File: src/design/bresenham_line_rasterizer_unit_defines.svh
// Assertion macros shared by the line rasteriser modules.
// No dependencies; included by files that carry concurrent checks.
`ifndef BRESENHAM_LINE_RASTERIZER_UNIT_DEFINES_SVH
`define BRESENHAM_LINE_RASTERIZER_UNIT_DEFINES_SVH

// Plain property, sampled on the rising clock, off during reset.
`define BRL_ASSERT(lbl, clk, rst_n, prop, msg) \
  lbl: assert property (@(posedge clk) disable iff (!rst_n) prop) else $error(msg);

// Condition in one cycle implies a consequence in the next.
`define BRL_ASSERT_NEXT(lbl, clk, rst_n, ante, cons, msg) \
  lbl: assert property (@(posedge clk) disable iff (!rst_n) (ante) |=> (cons)) else $error(msg);

`endif

File: src/design/brl_pkg.sv
// Shared constants and types for the line rasteriser.
// No dependencies.
package brl_pkg;

  localparam int TILE_SIZE = 64;
  localparam int COORD_W   = 6;
  localparam int ERR_W     = COORD_W + 2;
  localparam int MINOR_W   = COORD_W + 2;
  localparam int CMD_DEPTH = 2;
  localparam int CMD_PTR_W = (CMD_DEPTH > 1) ? $clog2(CMD_DEPTH) : 1;
  localparam int CMD_CNT_W = $clog2(CMD_DEPTH + 1);

  // One classified line command, major axis rising.
  typedef struct packed {
    logic               steep;
    logic [COORD_W-1:0] maj_start;
    logic [COORD_W-1:0] maj_end;
    logic [COORD_W-1:0] min_start;
    logic               min_up;
    logic [COORD_W-1:0] minor_span;
    logic [COORD_W-1:0] major_span;
  } brl_cmd_t;

  typedef enum logic {
    WALK_IDLE,
    WALK_RUN
  } brl_walk_state_e;

endpackage

File: src/design/brl_front.sv
// Front end: clamps endpoints, picks the major axis and orders the ends.
// Depends on brl_pkg.
module brl_front (
  input  logic [brl_pkg::COORD_W-1:0] start_x_i,
  input  logic [brl_pkg::COORD_W-1:0] start_y_i,
  input  logic [brl_pkg::COORD_W-1:0] end_x_i,
  input  logic [brl_pkg::COORD_W-1:0] end_y_i,
  output brl_pkg::brl_cmd_t           cmd_o
);
  import brl_pkg::*;

  function automatic logic [COORD_W-1:0] clamp_in(input logic [COORD_W-1:0] v);
    logic [COORD_W-1:0] r;
    if (int'(v) >= TILE_SIZE) begin
      r = COORD_W'(TILE_SIZE - 1);
    end else begin
      r = v;
    end
    return r;
  endfunction

  logic [COORD_W-1:0] ax, ay, bx, by, dx, dy;
  logic [COORD_W-1:0] p0_maj, p0_min, p1_maj, p1_min;
  logic [COORD_W-1:0] maj_s, maj_e, min_s, min_e;
  logic               steep, swap, up;

  always_comb begin
    ax = clamp_in(start_x_i);
    ay = clamp_in(start_y_i);
    bx = clamp_in(end_x_i);
    by = clamp_in(end_y_i);
    dx = (ax > bx) ? (ax - bx) : (bx - ax);
    dy = (ay > by) ? (ay - by) : (by - ay);
    steep = dy > dx;

    p0_maj = steep ? ay : ax;
    p0_min = steep ? ax : ay;
    p1_maj = steep ? by : bx;
    p1_min = steep ? bx : by;

    swap  = p0_maj > p1_maj;
    maj_s = swap ? p1_maj : p0_maj;
    maj_e = swap ? p0_maj : p1_maj;
    min_s = swap ? p1_min : p0_min;
    min_e = swap ? p0_min : p1_min;
    up    = min_e > min_s;

    cmd_o.steep      = steep;
    cmd_o.maj_start  = maj_s;
    cmd_o.maj_end    = maj_e;
    cmd_o.min_start  = min_s;
    cmd_o.min_up     = up;
    cmd_o.minor_span = up ? (min_e - min_s) : (min_s - min_e);
    cmd_o.major_span = maj_e - maj_s;
  end

endmodule

File: src/design/brl_cmd_queue.sv
// Short command queue between the front end and the pixel walker.
// Depends on brl_pkg and the assertion macro header.
`include "bresenham_line_rasterizer_unit_defines.svh"

module brl_cmd_queue (
  input  logic              clk_i,
  input  logic              rst_ni,
  input  logic              push_i,
  input  brl_pkg::brl_cmd_t wdata_i,
  output logic              full_o,
  input  logic              pop_i,
  output brl_pkg::brl_cmd_t rdata_o,
  output logic              empty_o
);
  import brl_pkg::*;

  brl_cmd_t             entry_q [CMD_DEPTH];
  logic [CMD_PTR_W-1:0] wr_ptr_q, wr_ptr_d, rd_ptr_q, rd_ptr_d;
  logic [CMD_CNT_W-1:0] count_q, count_d;

  function automatic logic [CMD_PTR_W-1:0] ptr_inc(input logic [CMD_PTR_W-1:0] p);
    logic [CMD_PTR_W-1:0] r;
    if (int'(p) == CMD_DEPTH - 1) begin
      r = '0;
    end else begin
      r = p + 1'b1;
    end
    return r;
  endfunction

  assign full_o  = (int'(count_q) == CMD_DEPTH);
  assign empty_o = (count_q == '0);
  assign rdata_o = entry_q[rd_ptr_q];

  always_comb begin
    wr_ptr_d = push_i ? ptr_inc(wr_ptr_q) : wr_ptr_q;
    rd_ptr_d = pop_i ? ptr_inc(rd_ptr_q) : rd_ptr_q;
    count_d  = count_q;
    if (push_i && !pop_i) begin
      count_d = count_q + 1'b1;
    end else if (pop_i && !push_i) begin
      count_d = count_q - 1'b1;
    end
  end

  always_ff @(posedge clk_i or negedge rst_ni) begin
    if (!rst_ni) begin
      wr_ptr_q <= '0;
      rd_ptr_q <= '0;
      count_q  <= '0;
    end else begin
      wr_ptr_q <= wr_ptr_d;
      rd_ptr_q <= rd_ptr_d;
      count_q  <= count_d;
    end
  end

  always_ff @(posedge clk_i) begin
    if (push_i) begin
      entry_q[wr_ptr_q] <= wdata_i;
    end
  end

  `BRL_ASSERT(a_no_pop_empty, clk_i, rst_ni, pop_i |-> !empty_o, "pop from empty command queue")
  `BRL_ASSERT(a_no_push_full, clk_i, rst_ni, push_i |-> !full_o, "push into full command queue")

endmodule

File: src/design/brl_walker.sv
// Back end: walks one command a pixel per cycle into the output register, holding while a stalled pixel waits there.
// Depends on brl_pkg and the assertion macro header.
`include "bresenham_line_rasterizer_unit_defines.svh"

module brl_walker (
  input  logic                        clk_i,
  input  logic                        rst_ni,
  input  brl_pkg::brl_cmd_t           cmd_i,
  input  logic                        cmd_empty_i,
  output logic                        cmd_pop_o,
  output logic [brl_pkg::COORD_W-1:0] pixel_x_o,
  output logic [brl_pkg::COORD_W-1:0] pixel_y_o,
  output logic                        last_pixel_o,
  output logic                        out_valid_o,
  input  logic                        out_pop_i
);
  import brl_pkg::*;

  localparam logic signed [MINOR_W-1:0] MinorMax = MINOR_W'(TILE_SIZE - 1);

  function automatic logic [COORD_W-1:0] clamp_out(input logic signed [MINOR_W-1:0] v);
    logic [COORD_W-1:0] r;
    if (v[MINOR_W-1]) begin
      r = '0;
    end else if (v > MinorMax) begin
      r = COORD_W'(TILE_SIZE - 1);
    end else begin
      r = v[COORD_W-1:0];
    end
    return r;
  endfunction

  brl_walk_state_e state_q, state_d;

  logic                      steep_q, up_q;
  logic [COORD_W-1:0]        major_q, maj_end_q, minor_span_q, major_span_q;
  logic signed [MINOR_W-1:0] minor_q, minor_d;
  logic signed [ERR_W-1:0]   err_q, err_d, err_sub;
  logic                      out_valid_q, out_valid_d;
  logic [COORD_W-1:0]        px_q, py_q, px_d, py_d;
  logic                      last_q;
  logic                      load, emit, is_last, minor_step;
  logic [COORD_W-1:0]        minor_px;

  always_comb begin
    state_d   = state_q;
    load      = 1'b0;
    emit      = 1'b0;
    cmd_pop_o = 1'b0;
    case (state_q)
      WALK_IDLE: begin
        if (!cmd_empty_i) begin
          load      = 1'b1;
          cmd_pop_o = 1'b1;
          state_d   = WALK_RUN;
        end
      end
      WALK_RUN: begin
        emit = !out_valid_q || out_pop_i;
        if (emit && is_last) begin
          state_d = WALK_IDLE;
        end
      end
      default: state_d = WALK_IDLE;
    endcase
  end

  always_comb begin
    is_last    = (major_q == maj_end_q);
    err_sub    = err_q - $signed({2'b00, minor_span_q});
    minor_step = err_sub[ERR_W-1] || (err_sub == '0);
    err_d      = minor_step ? (err_sub + $signed({2'b00, major_span_q})) : err_sub;
    minor_d    = minor_q;
    if (minor_step) begin
      minor_d = up_q ? (minor_q + MINOR_W'(1)) : (minor_q - MINOR_W'(1));
    end
    minor_px    = clamp_out(minor_q);
    px_d        = steep_q ? minor_px : major_q;
    py_d        = steep_q ? major_q : minor_px;
    out_valid_d = emit || (out_valid_q && !out_pop_i);
  end

  always_ff @(posedge clk_i or negedge rst_ni) begin
    if (!rst_ni) begin
      state_q     <= WALK_IDLE;
      out_valid_q <= 1'b0;
    end else begin
      state_q     <= state_d;
      out_valid_q <= out_valid_d;
    end
  end

  always_ff @(posedge clk_i) begin
    if (load) begin
      steep_q      <= cmd_i.steep;
      up_q         <= cmd_i.min_up;
      major_q      <= cmd_i.maj_start;
      maj_end_q    <= cmd_i.maj_end;
      minor_span_q <= cmd_i.minor_span;
      major_span_q <= cmd_i.major_span;
      minor_q      <= $signed({2'b00, cmd_i.min_start});
      err_q        <= $signed({3'b000, cmd_i.major_span[COORD_W-1:1]});
    end else if (emit) begin
      major_q <= is_last ? major_q : (major_q + 1'b1);
      minor_q <= minor_d;
      err_q   <= err_d;
    end
    if (emit) begin
      px_q   <= px_d;
      py_q   <= py_d;
      last_q <= is_last;
    end
  end

  assign pixel_x_o    = px_q;
  assign pixel_y_o    = py_q;
  assign last_pixel_o = last_q;
  assign out_valid_o  = out_valid_q;

  `BRL_ASSERT(a_err_range, clk_i, rst_ni, (state_q == WALK_RUN) |-> (!err_q[ERR_W-1] && (err_q <= $signed({2'b00, major_span_q}))), "error term left its range")
  `BRL_ASSERT(a_major_bound, clk_i, rst_ni, (state_q == WALK_RUN) |-> (major_q <= maj_end_q), "major coordinate ran past the line end")
  `BRL_ASSERT_NEXT(a_last_ends, clk_i, rst_ni, emit && is_last, (state_q == WALK_IDLE) && last_pixel_o, "walker did not stop after the last pixel")

endmodule

File: src/design/bresenham_line_rasterizer_unit.sv
// Top level of the line rasteriser: front end, command queue, pixel walker.
// Depends on brl_pkg, brl_front, brl_cmd_queue and brl_walker.
//
// Usage
//   Command side: a queue write port. Drive the four endpoint coordinates
//   and raise push; the item is taken at a rising edge with push high and
//   full low. Endpoints at or beyond the tile edge are clamped to it.
//   Pixel side: a queue read port. While empty is low the oldest pixel is
//   on pixel_x_o/pixel_y_o with last_pixel_o marking the end of its line;
//   pulse pop to take it.
//   Timing: a command is classified as it is written and sits in a
//   two-entry queue. The walker loads a command only when idle, then
//   emits one pixel per cycle while the output is not stalled; a line
//   has N = major span + 1 pixels, at most 64. For an idle walker the first
//   pixel passes the queue entry, the walker's load and the output register.
//   Stalls: if pop stays low the output register holds its pixel and the
//   walker waits; commands keep being taken until the queue fills, then
//   full rises.
//   Reset (rst_ni low, asynchronous) empties the queue, drops any line in
//   progress and clears the output valid flag.
module bresenham_line_rasterizer_unit (
  input  logic                        clk_i,
  input  logic                        rst_ni,
  input  logic                        push,
  output logic                        full,
  input  logic [brl_pkg::COORD_W-1:0] start_x_i,
  input  logic [brl_pkg::COORD_W-1:0] start_y_i,
  input  logic [brl_pkg::COORD_W-1:0] end_x_i,
  input  logic [brl_pkg::COORD_W-1:0] end_y_i,
  output logic                        empty,
  input  logic                        pop,
  output logic [brl_pkg::COORD_W-1:0] pixel_x_o,
  output logic [brl_pkg::COORD_W-1:0] pixel_y_o,
  output logic                        last_pixel_o
);
  import brl_pkg::*;

  brl_cmd_t front_cmd, queue_cmd;
  logic     q_full, q_empty, q_pop, q_push;
  logic     out_valid;

  // Classification is purely combinational on the incoming item
  brl_front u_front (
    .start_x_i (start_x_i),
    .start_y_i (start_y_i),
    .end_x_i   (end_x_i),
    .end_y_i   (end_y_i),
    .cmd_o     (front_cmd)
  );

  assign q_push = push && !q_full;

  brl_cmd_queue u_queue (
    .clk_i   (clk_i),
    .rst_ni  (rst_ni),
    .push_i  (q_push),
    .wdata_i (front_cmd),
    .full_o  (q_full),
    .pop_i   (q_pop),
    .rdata_o (queue_cmd),
    .empty_o (q_empty)
  );

  // Walker owns the output register; pop only counts while a pixel waits
  brl_walker u_walker (
    .clk_i        (clk_i),
    .rst_ni       (rst_ni),
    .cmd_i        (queue_cmd),
    .cmd_empty_i  (q_empty),
    .cmd_pop_o    (q_pop),
    .pixel_x_o    (pixel_x_o),
    .pixel_y_o    (pixel_y_o),
    .last_pixel_o (last_pixel_o),
    .out_valid_o  (out_valid),
    .out_pop_i    (pop)
  );

  assign full  = q_full;
  assign empty = !out_valid;

endmodule
File: config.mk
export PLATFORM = sky130hd
export DESIGN_NAME = bresenham_line_rasterizer_unit
export DESIGN_NICKNAME = d
export VERILOG_FILES = /design/src/design/brl_pkg.sv /design/src/design/brl_front.sv /design/src/design/brl_cmd_queue.sv /design/src/design/brl_walker.sv /design/src/design/bresenham_line_rasterizer_unit.sv
export VERILOG_INCLUDE_DIRS = /design/src /design/src/design
export SDC_FILE = /design/constraint.sdc
export NUM_CORES = 1
export LEC_CHECK = 0
export ABC_AREA = 0
export BUFFER_PORTS_ARGS = -buffer_cell sky130_fd_sc_hd__buf_4
export CAP_MARGIN = 20
export CORE_MARGIN = 3
export CORE_UTILIZATION = 40
export DETAILED_ROUTE_END_ITERATION = 7
export HOLD_SLACK_MARGIN = 0.02
export MAX_ROUTING_LAYER = met4
export PLACE_DENSITY = 0.62
export SYNTH_ARGS = -nofsm -noshare
export SYNTH_HDL_FRONTEND = slang
export SYNTH_SLANG_ARGS = --single-unit
export TNS_END_PERCENT = 100
File: constraint.sdc
create_clock -name clk_i -period 7.4 [get_ports clk_i]
set_input_delay 1.11 -clock clk_i [delete_from_list [all_inputs] [get_ports clk_i]]
set_output_delay 1.11 -clock clk_i [all_outputs]
set_load 0.03 [all_outputs]
# After elaboration in Yosys (flattened, before gate mapping)
# Memory sizes are Yosys's and may differ from the RTL's.
# Index checks and enable logic that the tools add are counted.
[totals]
output_inout_bits = 15
register_bits = 61
mem_bits_rw = 64
word_cells = 102
inputBits = 28
n_memories = 1
[memory_table]
columns = ["name", "depth", "width", "read_ports", "rd_ports_with_merged_regs", "write_ports", "line_no", "text"]
rows = [
  ["u_queue.entry_q", 2, 32, 1, 0, 1, "brl_cmd_queue.sv:17", "brl_cmd_t entry_q [CMD_DEPTH];"],
]
[classes]
magnitude_cmp = 6
mux = 36
n_reduce_logical = 21
addsub = 16
n_eq_ne = 3
n_bitwise = 1
[ops]
columns = ["cell", "count"]
rows = [
  ["6-bit 2-to-1 mux", 21],
  ["6-bit subtractor", 7],
  ["6-bit greater-than comparator", 5],
  ["8-bit 2-to-1 mux", 2],
  ["5-bit 2-to-1 mux", 2],
  ["8-bit by 2-bit adder with 8-bit output, second input constant", 1],
  ["8-bit by 7-bit adder with 8-bit output", 1],
  ["8-bit by 7-bit greater-than comparator with 1-bit output, second input constant", 1],
  ["8-bit logical NOT", 1],
  ["1-bit 2-to-1 mux", 8],
  ["8-bit by 2-bit subtractor with 8-bit output, second input constant", 1],
  ["8-bit by 7-bit subtractor with 8-bit output", 1],
  ["6-bit by 1-bit adder with 6-bit output, second input constant", 1],
  ["6-bit == test", 1],
  ["2-bit AND reduction", 3],
  ["2-bit nonzero test", 3],
  ["1-bit logical AND", 5],
  ["1-bit logical NOT", 5],
  ["2-bit 2-to-1 mux", 2],
  ["1-bit logical OR", 3],
  ["1-bit adder, second input constant", 2],
  ["2-bit by 1-bit adder with 2-bit output, second input constant", 1],
  ["2-bit == test, second input constant", 1],
  ["2-bit logical NOT", 1],
  ["4 further kinds", 4],
]

# Logic depth before layout (Yosys ltp)
# Gate-level depths: netlist of the first run.
[logic_depth]
word_depth = 8
mapped_depth = 46
depth_no_buf = 41

# By module
# A second synthesis of the first run with hierarchy kept.
[unflattened]
cells_unflattened = 804
hier_area_um2 = 8804.7
[by_module_without_submodules]
columns = ["mod", "seq_area_each_um2", "area_each_um2", "instances", "cells_each"]
rows = [
  ["brl_walker", 1651.6, 3181.8, 1, 288],
  ["brl_front", 0.0, 2956.6, 1, 398],
  ["brl_cmd_queue", 2021.9, 2648.8, 1, 116],
  ["bresenham_line_rasterizer_unit", 0.0, 17.5, 1, 2],
]

# Worst setup path after synthesis of the first run
# No wires, ideal clock.
[synth_path]
path_kind = "input to register"
startpoint = "input start_x_i[0] in the netlist's numbering"
endpoint = "memory u_queue.entry_q[0][11] in the netlist's numbering, data pin"
stages = 44
slack_ns = -1.597
required_time_ns = 7.138
arrival_ns = 8.735
cell_sequence = "inv_1 > ha_1 > inv_1 > fa_1 > a21o_1 > a21o_1 > a21o_1 > a21oi_1 > a31oi_1 > a211oi_1 > a21oi_1 > xnor2_1 > ha_1 > nand4_2 > o21bai_4 > a31oi_4 > clkbuf_1 > buf_1 > [8 not listed] > buf_4 > buf_4 > o21ai_1 > mux2i_1 > ha_1 > inv_1 > fa_1 > a21o_1 > a21oi_1 > o21bai_1 > a21oi_1 > a31oi_1 > buf_2 > mux2_2 > a21oi_1 > o21ai_0 > a31oi_1 > xnor2_1"
[synth_rtl]
columns = ["element", "line_no", "text"]
rows = [
  ["start: declaration", "bresenham_line_rasterizer_unit.sv:26", "input logic [brl_pkg::COORD_W-1:0] start_x_i,"],
  ["end: declaration", "brl_cmd_queue.sv:17", ""],
]

==> results of run 1 <==
-- worst paths after layout --
path | from | to | slack, ps
setup reg to reg | u_walker.err_q[0] | u_walker.err_q[5] | 4080
hold reg to reg | u_walker.err_q[5] | u_walker.err_q[5] | 490
hold / removal | u_walker.err_q[5] | u_walker.err_q[5] | 490
setup / recovery | start_x_i[0] | u_queue.entry_q[1][11] | -340
max in group asynchronous | rst_ni | u_queue.count_q[1] | 6790
min in group asynchronous | rst_ni | u_walker.out_valid_o | 500
-- final cells by class --
cell class                 count  area share (%)
clock inverter                15            1.38
inverter                      73            2.68
multi-input combinational    536            40.9
tap                          265            3.02
timing repair buffer         205            14.7
sequential                   125            33.5
clock buffer                  17            3.88
-- registers in the layout, indices dropped and copies added (netlist names), 2 cells and up --
| signal | cells |
|---|---|
| u_queue.count_q | 2 |
| u_queue.entry_q | 64 |
| u_walker.err_q | 8 |
| u_walker.maj_end_q | 6 |
| u_walker.major_q | 6 |
| u_walker.major_span_q | 6 |
| u_walker.minor_q | 8 |
| u_walker.minor_span_q | 6 |
| u_walker.pixel_x_o | 6 |
| u_walker.pixel_y_o | 6 |
-- synth_stat cells, drive strengths merged (10+ instances only) --
master and count:
a21oi 67, o21bai 10, buf 12, xor2 13, xnor2 32, o21ai 30
clkbuf 16, ha 64, inv 73, nor2b 11, nand2 37, a21o 20
mux2i 41, nor2 69, nand3 10, edfxtp 114, a211oi 11, mux2 35
-- through the flow --
stage	cell area [um2]	utilization [%]	hold slack, ps	setup TNS [ps]	instances
floorplan	8420	-	451	-5470	762
global placement	9960	50.2	465	-4230	1179
detailed placement	9960	50.2	478	-6420	1179
CTS	10800	54.2	484	-608	1227
global route	11000	55.3	477	-4170	1236
finish	11000	55.3	488	-1530	1236
-- kinds of logic after synthesis --
group                    share of synthesized area (%)
AO/OA/AOI/OAI                                     13.7
XOR/XNOR                                          4.77
adder cells (fa/ha/maj)                           12.6
buffers and inverters                             4.85
flip-flops                                        44.5
multiplexers                                      9.75
AND/OR/NAND/NOR                                   9.87
-- routing by layer --
layer | routed length, um | up-vias
met5 | 0 | -
met3 | 586 | 33
met4 | 488 | 0
met2 | 9260 | 114
met1 | 8880 | 2862
li1 | - | 3144
-- worst register-to-register path: stages, from the launching register on --
cell and delay, ps:
sky130_fd_sc_hd__edfxtp_1 360, sky130_fd_sc_hd__inv_1 70, sky130_fd_sc_hd__ha_1 160, sky130_fd_sc_hd__inv_1 50
sky130_fd_sc_hd__fa_1 390, sky130_fd_sc_hd__nand2_1 80, sky130_fd_sc_hd__nand2_1 50, sky130_fd_sc_hd__a21oi_1 210
sky130_fd_sc_hd__xnor2_1 140, sky130_fd_sc_hd__nor2_1 90, sky130_fd_sc_hd__or4b_1 460, sky130_fd_sc_hd__o311ai_1 320
sky130_fd_sc_hd__nand2_1 250, sky130_fd_sc_hd__or3_1 440, sky130_fd_sc_hd__a31oi_1 160
-- what timing repair did --
action | CTS | global route
hold buffers | 0 | 0
setup buffers | 15 | 9
gates cloned | 1 | 0
setup endpoints to repair | 10 | 10
resized for setup | 24 | 28
pin swaps | 16 | 31
==> PnR_summary.wiki, run 1 <==
{| class="wikitable"
! Metric !! Value
|-
| Antenna Cells || 0
|-
| Cell taking the most area after synthesis || sky130_fd_sc_hd__edfxtp_1
|-
| Synth top area share || 41.5%
|-
| Yosys reg bits || 125
|-
| PortBufs || 42
|-
| Final layout net count || 1059
|-
| Number of DRC violations after detailed routing || 0
|-
| Per-instance average area after synthesis || 10.8 um2
|-
| Number of buffers and inverters on the critical path || 7
|-
| Commonest cells after routing, fill and taps aside || 193 x sky130_fd_sc_hd__buf_4, 114 x sky130_fd_sc_hd__edfxtp_1, 64 x sky130_fd_sc_hd__nor2_1, 61 x sky130_fd_sc_hd__inv_1, 57 x sky130_fd_sc_hd__ha_1
|-
| Critical Path Sink Type || flop
|-
| Cells after Synth || 762
|-
| First-pass GRT wire length || 30700 um
|-
| Tot GR Track Use || 18.0%
|-
| X dimension of the die || 150 um
|-
| Required time worst endpoint || 7550 ps
|-
| Chip height || 150 um
|-
| Via density per instance || 4.98
|-
| Detailed Route WL || 19200 um
|-
| Vias in the first global route || 5974
|-
| Max-cap violations || 0
|-
| RD Place Congestion || 0.909
|-
| Clock latency on the worst-skew pair || 410 ps
|-
| Leading cell type in the layout, fill and taps excluded || sky130_fd_sc_hd__buf_4
|-
| Starting Density || 41.6%
|-
| Endpoint arrival time on the critical path || 7880 ps
|-
| Hold-critical path depth || 2
|-
| Number of clock sinks || 125
|-
| Share of the clock period used by the worst path after layout || 105%
|-
| Time the worst path needs with I/O delays and setup || 7740 ps
|-
| Half-perimeter wire length of the detailed placement result || 14500 um
|-
| Total setup violations reported at the end of the flow || 8
|-
| Library cell appearing most often on the critical path || sky130_fd_sc_hd__a21oi_2
|-
| Fraction of final layout cells with drive strength greater than 1 || 36.4%
|-
| Highest-delay cell along the critical path || sky130_fd_sc_hd__fa_2
|-
| Critical path's top delay family || compound AO/OA/AOI/OAI gates
|-
| CP Max Fanout || 7
|-
| Synthesized Nets || 863
|-
| Sequential share of the synthesized area || 44.5%
|-
| IO Count || 43
|-
| Remaining global-route overflow || 0
|-
| Final worst clock skew || 9.17 ps
|-
| Worst Reg2Reg Path Length in Cells || 14
|-
| Final worst slack || -337 ps
|-
| Residual antenna-violating net count after detailed routing || 0
|-
| Wire length per cell || 15.5 um
|-
| Level count of the clock H-tree || 4
|-
| Busiest metal layer after global routing || met2
|-
| Ys flop type || sky130_fd_sc_hd__edfxtp_1
|-
| Core Region || 0.0198 mm2
|-
| Die footprint || 0.0224 mm2
|-
| Max incr delay on CP || 390 ps
|-
| Status || finished with violations
|-
| Global Route met2 Usage || 28.3%
|-
| Slew Limit Headroom || 41.2%
|-
| Sequential Area || 0.00367 mm2
|-
| Total clock buffers created by CTS || 17
|-
| Routed vias || 6153
|-
| Failing checks || negative setup slack
|-
| Max Clock Freq || 129 MHz
|-
| Number of warnings issued by yosys || 0
|-
| Global Route met3 Usage || 2.60%
|-
| Area overhead of the layout relative to synthesis || 33.0%
|-
| Fillers || 1686
|-
| Pin count of the biggest net entering global routing || 37
|-
| Count of flip-flops with a built-in enable after synthesis || 114
|-
| Critical path launch point type || input port
|-
| Placement row count || 51
|-
| Initial antenna violation count || 0
|-
| Area occupied by multi-input gates || 0.00449 mm2
|-
| Most area-consuming cells after synthesis || sky130_fd_sc_hd__edfxtp_1 41%, sky130_fd_sc_hd__ha_1 9.7%, sky130_fd_sc_hd__mux2i_1 5.0%
|-
| Worst setup path category || input port to flop
|-
| Actual transition at the worst max-transition pin || 873 ps
|-
| Count of distinct cell types in the synthesized netlist || 66
|-
| Proportion of synthesized flip-flops having asynchronous set or reset || 4.80%
|-
| Detailed Routing Iterations Pass 1 || 5
|-
| Mapped cell area || 0.00826 mm2
|-
| Clock Path Buffers || 2
|-
| Setup WS pre-CTS || -763 ps
|-
| Hold violation total from the final report || 0
|-
| Max-slew violation count || 0
|-
| Met1 track demand over resource || 23.7%
|-
| Clock Pin Slew Worst Setup and Hold Paths || 60 ps
|-
| Root Driver || sky130_fd_sc_hd__clkbuf_16
|-
| DRT iter0 DRCs || 287
|-
| TritonCTS clock tree || yes
|-
| Path length in cells of the critical path || 42
|-
| Path class of the lowest-slack min-delay path || flop to flop
|-
| Unrepaired setup endpoints after global routing || yes
|}
Power of run 1 is not shown: default switching activity piles up to over one toggle a cycle in this logic, so the estimate is an artifact.
==> run 2: changes to the inputs <==
--- a/config.mk
+++ b/config.mk
@@ -15,6 +15,7 @@
 export HOLD_SLACK_MARGIN = 0.02
 export MAX_ROUTING_LAYER = met4
 export PLACE_DENSITY = 0.62
+export RECOVER_POWER = 100
 export SYNTH_ARGS = -nofsm -noshare
 export SYNTH_HDL_FRONTEND = slang
 export SYNTH_SLANG_ARGS = --single-unit
==> PnR_summary.wiki, run 2 (synthesis results as in run 1) <==
{| class="wikitable"
! Metric !! Value
|-
| Worst reg-to-reg setup slack || 3810 ps (-270 ps)
|-
| Worst setup path category || input port to flop
|-
| Status || finished with violations
|-
| Routed vias || 6200 (+0.76%)
|-
| Fillers || 1714 (+1.7%)
|-
| Register with the most flip-flops || u_queue.entry_q
|-
| Total setup violations reported at the end of the flow || 8 (unchanged)
|-
| Vias in the first global route || 5974 (unchanged)
|-
| Antenna Cells || 0 (unchanged)
|-
| Placed cell count || 1179 (unchanged)
|-
| Via density per instance || 5.02 (+0.76%)
|-
| Clock latency on the worst-skew pair || 410 ps (about the same)
|-
| Commonest cells after routing, fill and taps aside || 170 x sky130_fd_sc_hd__buf_4, 114 x sky130_fd_sc_hd__edfxtp_1, 64 x sky130_fd_sc_hd__nor2_1, 61 x sky130_fd_sc_hd__inv_1, 57 x sky130_fd_sc_hd__ha_1
|-
| CP Max Fanout || 10 (+3)
|-
| Pin count of the biggest net entering global routing || 37 (unchanged)
|-
| Clock Path Buffers || 2 (unchanged)
|-
| Critical path's top delay family || compound AO/OA/AOI/OAI gates
|-
| Final worst slack || -325 ps (+11.9 ps)
|-
| Hold-critical path depth || 2 (unchanged)
|-
| Failing checks || max-capacitance violations, max-slew violations, negative setup slack
|-
| Required time worst endpoint || 7550 ps (about the same)
|-
| Number of clock sinks || 125 (unchanged)
|-
| Tot GR Track Use || 18.0% (unchanged)
|-
| Half-perimeter wire length of the detailed placement result || 14500 um (unchanged)
|-
| Endpoint arrival time on the critical path || 7870 ps (about the same)
|-
| Max-slew violation count || 170 (+170)
|-
| Worst Reg2Reg Path Length in Cells || 14 (unchanged)
|-
| Total clock buffers created by CTS || 17 (unchanged)
|-
| Unrepaired setup endpoints after global routing || yes
|-
| Wire length per cell || 15.6 um (+0.19%)
|-
| Max Clock Freq || 129 MHz (+0.15%)
|-
| Hold violation total from the final report || 0 (unchanged)
|-
| PortBufs || 42 (unchanged)
|-
| Starting Density || 41.6% (unchanged)
|-
| IO Count || 43 (unchanged)
|-
| Beginning of the worst hold path || u_walker.err_q[5]
|-
| DRT iter0 DRCs || 296 (+3.1%)
|-
| Slew Limit Headroom || -41.2% (-82 points)
|-
| Fraction of final layout cells with drive strength greater than 1 || 33.1% (-3.3 points)
|-
| Regs by FF count || u_queue.entry_q (64), u_walker.err_q (8), u_walker.minor_q (8)
|-
| Initial antenna violation count || 0 (unchanged)
|-
| Actual transition at the worst max-transition pin || 2120 ps (+1240 ps)
|-
| Post-route worst hold slack || 488 ps (-0.548 ps)
|-
| Max incr delay on CP || 370 ps (-20 ps)
|-
| Count of placed standard cells in the final layout, fillers left out || 1236 (unchanged)
|-
| Detailed Routing Iterations Pass 1 || 4 (-1)
|-
| Path class of the lowest-slack min-delay path || flop to flop
|-
| Final worst clock skew || 8.51 ps (-0.666 ps)
|-
| Residual antenna-violating net count after detailed routing || 0 (unchanged)
|-
| Library cell appearing most often on the critical path || sky130_fd_sc_hd__a21oi_2
|-
| Hold Path Sink || u_walker.err_q[5]
|-
| Time the worst path needs with I/O delays and setup || 7720 ps (-11.9 ps)
|-
| First-pass GRT wire length || 30700 um (unchanged)
|-
| Detailed Route WL || 19200 um (+0.19%)
|-
| RD Place Congestion || 0.909 (unchanged)
|-
| Placement row count || 51 (unchanged)
|-
| Level count of the clock H-tree || 4 (unchanged)
|-
| Die footprint || 0.0224 mm2 (unchanged)
|-
| Root Driver || sky130_fd_sc_hd__clkbuf_16
|-
| Max reg flops || 64 (unchanged)
|-
| Remaining global-route overflow || 0 (unchanged)
|-
| Area overhead of the layout relative to synthesis || 32.0%
|-
| Critical path launch point type || input port
|-
| Leading cell type in the layout, fill and taps excluded || sky130_fd_sc_hd__buf_4
|-
| Reg2reg start || u_walker.err_q[0]
|-
| Core Region || 0.0198 mm2 (unchanged)
|-
| Number of buffers and inverters on the critical path || 10 (+3)
|-
| Critical Path Sink Type || flop
|-
| Number of DRC violations after detailed routing || 0 (unchanged)
|-
| TritonCTS clock tree || yes
|-
| Final sum of negative setup slack || -1440 ps (+91.9 ps)
|-
| Clock Pin Slew Worst Setup and Hold Paths || 60 ps (about the same)
|-
| Chip height || 150 um (unchanged)
|-
| Share of the clock period used by the worst path after layout || 104% (-0.16 points)
|-
| X dimension of the die || 150 um (unchanged)
|-
| Final layout net count || 1059 (unchanged)
|-
| Reg2Reg Capture Point || u_walker.err_q[1]
|-
| Highest-delay cell along the critical path || sky130_fd_sc_hd__fa_2
|-
| Max-cap violations || 5 (+5)
|}
-- run 2: cell type report --
type,instances,area [um2],share of cell area (%)
inverters,73,294,2.70
well taps,265,332,3.04
flip-flops and latches,125,3670,33.7
clock inverters,15,151,1.39
multi-input cells,536,4490,41.2
repair buffers,205,1540,14.1
clock buffers,17,425,3.90
-- run 2: worst max path at each step --
stage / start / cells past startpoint / slack (ps) / end
after floorplan: start_y_i[0] / 44 / -840 / u_queue.entry_q[0][11]
after global placement: start_x_i[0] / 38 / -560 / u_queue.entry_q[0][11]
after detailed placement: start_y_i[0] / 41 / -760 / u_queue.entry_q[0][11]
after CTS: start_y_i[0] / 41 / -150 / u_queue.entry_q[1][11]
after global routing: start_x_i[0] / 45 / -630 / u_queue.entry_q[1][11]
final: start_x_i[0] / 41 / -320 / u_queue.entry_q[1][11]
-- run 2: stage by stage --
stage / utilization [%] / instance area (um2) / setup slack, ps
finish: 54.9 / 10900 / -325
detailed placement: 50.2 / 9960 / -763
global route: 54.9 / 10900 / -630
global placement: 50.2 / 9960 / -559
floorplan: - / 8420 / -840
CTS: 54.2 / 10800 / -151
-- run 2: what timing repair did --
| action | CTS | global route |
|---|---|---|
| pin swaps | 16 | 31 |
| resized for setup | 24 | 28 |
| gates cloned | 1 | 0 |
| endpoints found under the hold margin | 0 | 0 |
| hold buffers | 0 | 0 |
| buffers inserted | 15 | 9 |
| endpoints found under the setup margin | 10 | 10 |
-- run 2: worst reg2reg max path: stages, from the launching register on --
cell and delay (ps):
sky130_fd_sc_hd__edfxtp_1 360, sky130_fd_sc_hd__inv_1 70, sky130_fd_sc_hd__ha_1 160, sky130_fd_sc_hd__inv_1 50
sky130_fd_sc_hd__fa_1 390, sky130_fd_sc_hd__nand2_1 80, sky130_fd_sc_hd__nand2_1 50, sky130_fd_sc_hd__a21oi_1 210
sky130_fd_sc_hd__xnor2_1 140, sky130_fd_sc_hd__nor2_1 90, sky130_fd_sc_hd__or4b_1 460, sky130_fd_sc_hd__o311ai_0 390
sky130_fd_sc_hd__clkbuf_1 410, sky130_fd_sc_hd__mux2i_1 300, sky130_fd_sc_hd__o21ai_0 100
-- run 2: layer usage --
metal / vias up / GRT usage [%] / part of all wire (%)
li1: 3143 / - / -
met1: 2876 / 23.7 / 47
met2: 142 / 28.3 / 47
met3: 39 / 2.60 / 3.2
met4: 0 / 6.59 / 2.8
met5: - / - / 0
Power of run 2 is left out for the same reason.
==> run 3: changes to the inputs <==
--- a/config.mk
+++ b/config.mk
@@ -9,13 +9,14 @@
 export ABC_AREA = 0
 export BUFFER_PORTS_ARGS = -buffer_cell sky130_fd_sc_hd__buf_4
 export CAP_MARGIN = 20
-export CORE_MARGIN = 3
+export CORE_MARGIN = 1
 export CORE_UTILIZATION = 40
 export DETAILED_ROUTE_END_ITERATION = 7
 export HOLD_SLACK_MARGIN = 0.02
 export MAX_ROUTING_LAYER = met4
 export PLACE_DENSITY = 0.62
 export RECOVER_POWER = 100
+export SETUP_SLACK_MARGIN = 0.4
 export SYNTH_ARGS = -nofsm -noshare
 export SYNTH_HDL_FRONTEND = slang
 export SYNTH_SLANG_ARGS = --single-unit
==> PnR_summary.wiki, run 3 (synthesis results as in run 1) <==
{| class="wikitable"
! Metric !! Value
|-
| Status || finished with violations
|-
| Failing checks || max-capacitance violations, max-slew violations, negative setup slack
|-
| Residual antenna-violating net count after detailed routing || 0 (unchanged)
|-
| Die footprint || 0.0212 mm2 (-5.3%)
|-
| Clock Path Buffers || 2 (unchanged)
|-
| PortBufs || 42 (unchanged)
|-
| Required time worst endpoint || 7570 ps (+20 ps)
|-
| Antenna Cells || 0 (unchanged)
|-
| Post-route worst hold slack || 479 ps (-8.72 ps)
|-
| IO Count || 43 (unchanged)
|-
| Max Clock Freq || 130 MHz (+0.20%)
|-
| Core Region || 0.0202 mm2 (+2.0%)
|-
| Via density per instance || 4.93 (-1.6%)
|-
| Area overhead of the layout relative to synthesis || 32.1% (about the same)
|-
| Fillers || 1744 (+1.8%)
|-
| Share of the clock period used by the worst path after layout || 104% (-0.21 points)
|-
| TritonCTS clock tree || yes
|-
| Hold violation total from the final report || 0 (unchanged)
|-
| Worst setup startpoint || start_y_i[0]
|-
| Half-perimeter wire length of the detailed placement result || 14500 um (about the same)
|-
| Endpoint arrival time on the critical path || 7880 ps (about the same)
|-
| Actual transition at the worst max-transition pin || 2160 ps (+46.1 ps)
|-
| Clock Pin Slew Worst Setup and Hold Paths || 60 ps (about the same)
|-
| Path length in cells of the critical path || 40 (-2.4%)
|-
| Number of clock sinks || 125 (unchanged)
|-
| Critical path's top delay family || compound AO/OA/AOI/OAI gates
|-
| Max incr delay on CP || 360 ps (about the same)
|-
| Leading cell type in the layout, fill and taps excluded || sky130_fd_sc_hd__buf_4
|-
| Root Driver || sky130_fd_sc_hd__clkbuf_16
|-
| Highest-delay cell along the critical path || sky130_fd_sc_hd__o21ai_4
|-
| Wire length per cell || 15.4 um (-1.2%)
|-
| Global Route met3 Usage || 2.85% (+0.25 points)
|-
| Total setup violations reported at the end of the flow || 6 (-2)
|-
| Fraction of final layout cells with drive strength greater than 1 || 32.6% (-0.44 points)
|-
| Total clock buffers created by CTS || 17 (unchanged)
|-
| Number of buffers and inverters on the critical path || 10 (unchanged)
|-
| Detailed Route WL || 19100 um (-0.52%)
|-
| Critical Path Sink Type || flop
|-
| Slew Limit Headroom || -44.3% (-3.1 points)
|-
| Unrepaired setup endpoints after global routing || yes
|-
| Beginning of the worst hold path || u_walker.err_q[5]
|-
| Max reg flops || 64 (unchanged)
|-
| Level count of the clock H-tree || 4 (unchanged)
|-
| Final worst clock skew || 11.4 ps (+2.86 ps)
|-
| Reg2reg start || u_walker.err_q[0]
|-
| Met1 track demand over resource || 24.2% (+0.46 points)
|-
| Worst reg-to-reg setup slack || 3780 ps (-30 ps)
|-
| Time the worst path needs with I/O delays and setup || 7710 ps (-15.5 ps)
|-
| Placement row count || 52 (+2.0%)
|-
| First-pass GRT wire length || 31600 um (+2.9%)
|-
| RD Place Congestion || 0.894 (-1.7%)
|-
| Detailed Routing Iterations Pass 1 || 4 (unchanged)
|-
| Worst Reg2Reg Path Length in Cells || 14 (unchanged)
|-
| Number of DRC violations after detailed routing || 0 (unchanged)
|-
| Path class of the lowest-slack min-delay path || flop to flop
|-
| Max-cap violations || 5 (unchanged)
|-
| Register with the most flip-flops || u_queue.entry_q
|-
| Final worst slack || -309 ps (+15.5 ps)
|-
| Count of placed standard cells in the final layout, fillers left out || 1245 (+0.73%)
|-
| Busiest metal layer after global routing || met2
|-
| Reg2Reg Capture Point || u_walker.err_q[1]
|-
| Critical Path Sink || u_queue.entry_q[1][9]
|-
| Starting Density || 40.8% (-0.80 points)
|-
| Post-cts hold buffer count || 0 (unchanged)
|-
| Critical path launch point type || input port
|-
| Remaining global-route overflow || 0 (unchanged)
|-
| Final layout net count || 1063 (+0.38%)
|-
| CP Max Fanout || 6 (-4)
|-
| Tot GR Track Use || 19.5% (+1.6 points)
|-
| Max-slew violation count || 170 (unchanged)
|-
| Clock latency on the worst-skew pair || 410 ps (about the same)
|-
| Chip height || 146 um (-2.7%)
|-
| Global Route met2 Usage || 32.1% (+3.8 points)
|-
| Commonest cells after routing, fill and taps aside || 174 x sky130_fd_sc_hd__buf_4, 114 x sky130_fd_sc_hd__edfxtp_1, 65 x sky130_fd_sc_hd__nor2_1, 61 x sky130_fd_sc_hd__inv_1, 56 x sky130_fd_sc_hd__ha_1
|-
| Placed cell count || 1185 (+0.51%)
|-
| Worst setup path category || input port to flop
|-
| Regs by FF count || u_queue.entry_q (64), u_walker.err_q (8), u_walker.minor_q (8)
|-
| Vias in the first global route || 6271 (+5.0%)
|-
| DRT iter0 DRCs || 326 (+10%)
|-
| Initial antenna violation count || 0 (unchanged)
|-
| Routed vias || 6143 (-0.92%)
|-
| Pin count of the biggest net entering global routing || 37 (unchanged)
|-
| X dimension of the die || 146 um (-2.7%)
|}
run 3: cell count changes in the layout (fill, tap and decap cells not counted), sizes merged:
cell,delta
buf,+3
o21ai,+1
run 3: how the worst min path moves through the flow:
stage	endpoint	slack, ps	depth (start not counted)
after floorplan	u_walker.err_q[5]	450	2
after global placement	u_walker.err_q[5]	470	2
after detailed placement	u_walker.err_q[5]	480	2
after CTS	u_queue.rd_ptr_q	480	1
after global routing	u_walker.err_q[5]	490	2
final	u_walker.err_q[5]	480	2
run 3: final cells by class:
| class | instances | area (um2) | share of cell area (%) |
|---|---|---|---|
| multi-input cells | 537 | 4490 | 41.1 |
| repair buffers | 208 | 1540 | 14.1 |
| inverters | 73 | 292 | 2.67 |
| clock inverters | 15 | 151 | 1.39 |
| well taps | 270 | 338 | 3.10 |
| clock buffers | 17 | 425 | 3.90 |
| flip-flops and latches | 125 | 3670 | 33.7 |
run 3: routing by layer:
layer	share of wire (%)	vias up
met5	0	-
met4	2.5	0
met3	3.0	27
met2	49	123
met1	45	2845
li1	-	3148
run 3: metrics by stage:
step / util (%) / setup WS, ps / TNS, ps / instance area, um2
final: 53.9 / -309 / -1230 / 10900
after global routing: 53.9 / -619 / -4150 / 10900
after CTS: 54.0 / -123 / -448 / 10900
after detailed placement: 49.2 / -880 / -7140 / 9960
after global placement: 49.2 / -811 / -6220 / 9960
after floorplan: - / -840 / -5470 / 8420
run 3: timing repair:
item	4_1_cts	5_1_grt
pin swaps	10	4
gates resized for setup	44	6
endpoints found under the setup margin	12	12
setup buffers	24	3
gates cloned	1	0
run 3: worst min-delay path, cell delays in order (launching register included):
cell	delay, ps
sky130_fd_sc_hd__dfxtp_1	310
sky130_fd_sc_hd__nand2_1	50
sky130_fd_sc_hd__a31oi_1	60
Power of run 3 is left out for the same reason.
